===== src/sv/qkc_pkg.sv =====
package qkc_pkg;

    localparam int CACHE_ENTRIES_DEF = 64;
    localparam int QUANT_SHIFT_DEF   = 6;

    localparam int CMD_W     = 2;
    localparam int COORD_W   = 25;
    localparam int FILL_W    = 24;
    localparam int VAL_W     = 21;
    localparam int TOTAL_W   = 32;
    localparam int HELD_W    = 7;
    localparam int CAP_W     = 7;
    localparam int CFG_IDX_W = 2;
    localparam int CFG_W     = 21;

    localparam int S_TDATA_W = 80;
    localparam int M_TDATA_W = 96;

    localparam logic signed [COORD_W-1:0] LAT_LIMIT = 25'sd5898240;
    localparam logic signed [COORD_W-1:0] LON_LIMIT = 25'sd11796480;

    localparam logic [CAP_W-1:0]         CAP_RESET   = 7'd64;
    localparam logic signed [VAL_W-1:0]  FLOOR_RESET = -21'sd1048576;
    localparam logic signed [VAL_W-1:0]  CEIL_RESET  = 21'sd1048575;
    localparam logic [TOTAL_W-1:0]       TOTAL_MAX   = 32'hFFFF_FFFF;

    typedef enum logic [CMD_W-1:0] {
        CMD_ACCESS      = 2'd0,
        CMD_CLR_ENTRIES = 2'd1,
        CMD_CLR_COUNTS  = 2'd2
    } t_cmd;

    typedef enum logic [CFG_IDX_W-1:0] {
        REG_CAPACITY = 2'd0,
        REG_FLOOR    = 2'd1,
        REG_CEILING  = 2'd2
    } t_reg_idx;

    typedef enum logic [1:0] {
        S_IDLE,
        S_CMP,
        S_RES
    } t_state;

    typedef struct packed {
        logic shift;
        logic cmp_en;
    } t_cell_ctrl;

endpackage


===== src/sv/qkc_cell.sv =====
module qkc_cell
    import qkc_pkg::*;
#(
    parameter int KEY_W = 38
) (
    input  logic                    i_clk,
    input  logic                    i_rst_n,
    input  t_cell_ctrl              i_ctrl,
    input  logic                    i_valid,
    input  logic [KEY_W-1:0]        i_cmp_key,
    input  logic [KEY_W-1:0]        i_key,
    input  logic signed [VAL_W-1:0] i_val,
    output logic [KEY_W-1:0]        o_key,
    output logic signed [VAL_W-1:0] o_val,
    output logic                    o_hit,
    output logic signed [VAL_W-1:0] o_hit_val
);

    logic [KEY_W-1:0]        r_key;
    logic signed [VAL_W-1:0] r_val;
    logic                    r_hit;
    logic signed [VAL_W-1:0] r_hit_val;
    logic                    w_match;

    assign w_match = i_valid && (r_key == i_cmp_key);

    // entry payload moves one place toward the old end on every insert
    always_ff @(posedge i_clk) begin
        if (i_ctrl.shift) begin
            r_key <= i_key;
            r_val <= i_val;
        end
    end

    always_ff @(posedge i_clk) begin
        if (!i_rst_n) begin
            r_hit <= 1'b0;
        end else if (i_ctrl.cmp_en) begin
            r_hit <= w_match;
        end
    end

    // masked so the results of all cells can simply be or-ed together
    always_ff @(posedge i_clk) begin
        if (i_ctrl.cmp_en) begin
            r_hit_val <= w_match ? r_val : '0;
        end
    end

    assign o_key     = r_key;
    assign o_val     = r_val;
    assign o_hit     = r_hit;
    assign o_hit_val = r_hit_val;

endmodule


===== config.mk =====
export PLATFORM = sky130hd
export DESIGN_NAME = qkc_cell
export DESIGN_NICKNAME = d
export VERILOG_FILES = /design/src/sv/qkc_pkg.sv /design/src/sv/qkc_cell.sv
export SDC_FILE = /design/constraint.sdc
export NUM_CORES = 1
export LEC_CHECK = 0
export BUFFER_PORTS_ARGS = -buffer_cell sky130_fd_sc_hd__buf_4
export CAP_MARGIN = 20
export CORE_AREA = 2 2 97 76
export DETAILED_ROUTE_END_ITERATION = 16
export DIE_AREA = 0 0 99 78
export PLACE_DENSITY_LB_ADDON = 0.3
export SYNTH_ARGS = -nofsm -noshare
export SYNTH_HDL_FRONTEND = slang
export SYNTH_SLANG_ARGS = --single-unit

===== constraint.sdc =====
create_clock -name i_clk -period 5.2 [get_ports i_clk]
set_input_delay 1.3 -clock i_clk [delete_from_list [all_inputs] [get_ports i_clk]]
set_output_delay 1.3 -clock i_clk [all_outputs]
set_load 0.1 [all_outputs]

==> Word-level counts from Yosys, hierarchy flattened <==
Cells that the tools add are included.
{ "word_totals": {"ff_bits": 81, "output_inout_bits": 81, "elab_cells": 6} }
{ "classes": {"n_eq_ne": 1, "n_reduce_logical": 1} }
{ "ops": {"columns": ["cell", "count"], "rows": [
  ["== test 38 bit", 1],
  ["logical AND 1 bit", 1]
]} }

==> Longest topological paths before layout <==
{ "logic_depth": {"ltp_word": 2, "ltp_mapped": 6, "ltp_nobuf": 5} }

==> Worst setup path before layout <==
OpenSTA, ideal clock, no wires.
{ "synth_path": {"kind": "input -> register", "startpoint": "input i_cmp_key[6]", "endpoint": "register r_hit_val[0] (netlist: o_hit_val[0]), data pin", "setup_time_ps": 136, "t_arrival_ps": 2626, "required_ps": 5064, "path_slack_ps": 2437, "cell_stages": 6, "n_path_buf": 1, "path_cell_list": "xor2_1 -> a21o_1 -> or4_4 -> nor3_4 -> buf_6 -> and2_1"} }
{ "synth_via": {"elab_chain_len": 2} }
{ "synth_lines": {"columns": ["element", "line", "source"], "rows": [
  ["from (decl)", "qkc_cell.sv:10", "input logic [KEY_W-1:0] i_cmp_key,"],
  ["== test 38 bit", "qkc_cell.sv:25", "assign w_match = i_valid && (r_key == i_cmp_key);"],
  ["logical AND 1 bit", "qkc_cell.sv:25", null],
  ["to (signal assigned)", "qkc_cell.sv:46", "r_hit_val <= w_match ? r_val : '0;"],
  ["to (decl)", "qkc_cell.sv:22", "logic signed [VAL_W-1:0] r_hit_val;"]
]} }
No other way between the ends.
A chain may end at the register's enable or synchronous reset.

==> Worst setup path in the final report <==
{ "layout_path": {"startpoint": "input i_cmp_key[35]", "endpoint": "register r_hit_val[15] (netlist: o_hit_val[15]), data pin"} }
The elaborated chain is that of the path after synthesis.

==> results.yml <==
outcome:
  outcome: "finished clean"
worst_setup_path:
  cp-start-kind: "input port"
  critPathCaptureType: "register"
  crit_path_start: "i_cmp_key[35]"
  crit_type: "input port to register"
  regToRegStartpoint: "o_key[35]$_DFFE_PP_"
  cp.arrival_ns: 3.10
  cp_max_fo: 21
  cp.required_ns: 5.41
sta:
  worst_pin_slew_ns: 0.7721
  setup_ws_ns: 2.307
  setup_tns_ns: 0
  rsz0062_at_grt: "false"
  min_period_ns: 2.893
  finalCritPeriodShare_pct: 55.64
  hold_slack_ns: 0.5599
  max_clock_freq_ghz: 0.3456
  setup_viol: 0
  final-hold-violation-count: 0
  slew_viol_final: 0
  clock_skew_ns: 0.01568
  relSlewSlack_pct: 48.53
die:
  rows: 26
  core_mm2: 0.006669
  die_area_mm2: 0.007722
  start_util_pct: 45.63
  die_width_um: 99
  ios: 183
  die_h_um: 78
finish:
  multiInputGateArea_um2: 586.8
  final_area_mm2: 0.004700
  seq_area_mm2: 0.002422
  drive_above_1_share_pct: 55.71
  nFillCells: 460
  nets: 456
  insertedDiodeCount: 0
  area_growth_pct: 54.44
power_and_ir_drop:
  leakagePower_nw: 2.061
  vdd_drop_max_mv: 0.2442
  power.density_mw_per_mm2: 368.9
  report.power.total_w: 0.001734
hold_path:
  hold_start: "o_val[5]$_DFFE_PP_"
  min_path_type: "register to register"
flow_run:
  drv_cap: 0
global_routing:
  antenna_found_initial: 0
  grt_pass1_wl_mm: 11.10
  grt_max_degree: 60
  grt_pass1_vias: 2230
  grtUsageTotal_pct: 19.28
  grt_overflow: 0
logic_synthesis:
  netlist_top_cells_count: "edfxtp_1 (80), xor2_1 (32), and2_1 (21)"
  synthFlopType: "edfxtp_1"
  syn_inst: 163
  synth.area.top_cells: "edfxtp_1 (79%), xor2_1 (9.2%), and2_1 (4.3%)"
  ys_types: 19
  synth_edf_count: 80
  synth_area_per_cell_um2: 18.67
  async_flop_share_pct: 0
  yosysWarnings: 0
  ys_ff_latch: 81
  syn_nets: 265
  synth_top_cell_area_share_pct: 78.95
  ys_seq_area_share_pct: 79.61
  syn_area_mm2: 0.003043
  synth_most_common_cell: "edfxtp_1"
  yosys.area.top_type: "edfxtp_1"
detailed_routing:
  drc: 0
  wl_per_cell_um: 16.55
  drt-initial-drc-count: 34
  drtPass1Iterations: 4
  wirelength_mm: 7.330
  viasPerCell: 4.758
  vias: 2108
  drtAntennaViolNets: 0
clocking:
  cts_htree_levels: 3
  cts_setup_buffers: 0
  cts_tree: "built"
  cts-root-buf: "clkbuf_8"
  cts_resized: 0
  cts_hold_buffers: 0
  cts.clk_slew.worst_paths_ns: 0.09
  cts_made_buffers: 9
  cts_sinks: 81
  clkLatencyLatePin_ns: 0.35
  clk_path_buf_depth: 2
place:
  pre_cts_ws_ns: 1.942
  gp_congestion: 0.7767
  dp_hpwl_mm: 5.557
  io_buffer_count: 182
  placed_area_mm2: 0.004492
==> critical path: stages <==
cell and delay [ns]:
buf_4 0.11, xor2_1 0.15, nor4_1 0.43, nand4_1 0.30
nor3_4 0.58, and2_1 0.22
==> routing by layer <==
layer / part of all wire, % / vias to the layer above / global-route usage [%]
li1: - / 985 / -
met1: 37 / 1000 / 21.03
met2: 52 / 108 / 33.51
met3: 8.8 / 15 / 8.108
met4: 1.9 / 0 / 7.260
met5: 0 / - / 0
==> layout make-up <==
cell class / instances / area share, %
Clock inverter: 7 / 1.784
Tap cell: 84 / 2.236
Multi-Input combinational cell: 77 / 12.49
Sequential cell: 81 / 51.54
Inverter: 3 / 0.2396
Timing Repair Buffer: 182 / 29.07
Clock buffer: 9 / 2.636
==> power breakdown <==
group | switching [W] | internal, W
logic | 0.000355 | 0.000115
clock network | 0.000243 | 0.000232
registers | 0.0000256 | 0.000764
total | 0.000623 | 0.00111
==> logic make-up (layout without fill, tap and decap cells) <==
| logic type | Yosys count | count (layout) | synth area share [%] |
|---|---|---|---|
| buf+inv | 5 | 201 | 1.110 |
| simple gates | 38 | 38 | 8.142 |
| xor+xnor | 36 | 36 | 10.36 |
| flops | 81 | 81 | 79.61 |
| compound gates | 3 | 3 | 0.7815 |
==> layout by cell type, fill, tap and decap left out <==
cell	instances
a21o_1	1
and2_1	21
buf_4	182
bufinv_16	1
clkbuf_8	9
clkinvlp_4	1
dfxtp_1	1
edfxtp_1	80
inv_1	3
inv_6	4
inv_8	1
nand2_1	1
nand2b_1	1
nand3_1	1
nand4_1	2
nor2b_1	1
nor3_1	1
nor3_4	1
nor4_1	8
o21a_1	1
o221ai_1	1
or4_4	1
xnor2_1	4
xor2_1	32
==> registers in the layout, indices dropped and copies added (netlist names) <==
signal / count
o_key: 38
o_hit_val: 21
o_val: 21
o_hit: 1
==> path summary, 6_finish.rpt <==
path                                                    end  slack [ns]  depth (start not counted)
worst max register to register  o_hit_val[15]$_SDFFCE_PN0P_        2.93                          5
worst max-delay path            o_hit_val[15]$_SDFFCE_PN0P_        2.31                          6
worst min register to register   o_hit_val[5]$_SDFFCE_PN0P_        0.56                          1
worst min-delay path             o_hit_val[5]$_SDFFCE_PN0P_        0.56                          1
==> metrics by stage <==
step           std cells  util [%]
5_1_grt              443     70.47
6_report             443     70.47
2_1_floorplan        163         -
3_5_place_dp         427     67.35
4_1_cts              443     70.47
3_3_place_gp         427     67.35
(Power assumes the default switching activity.)
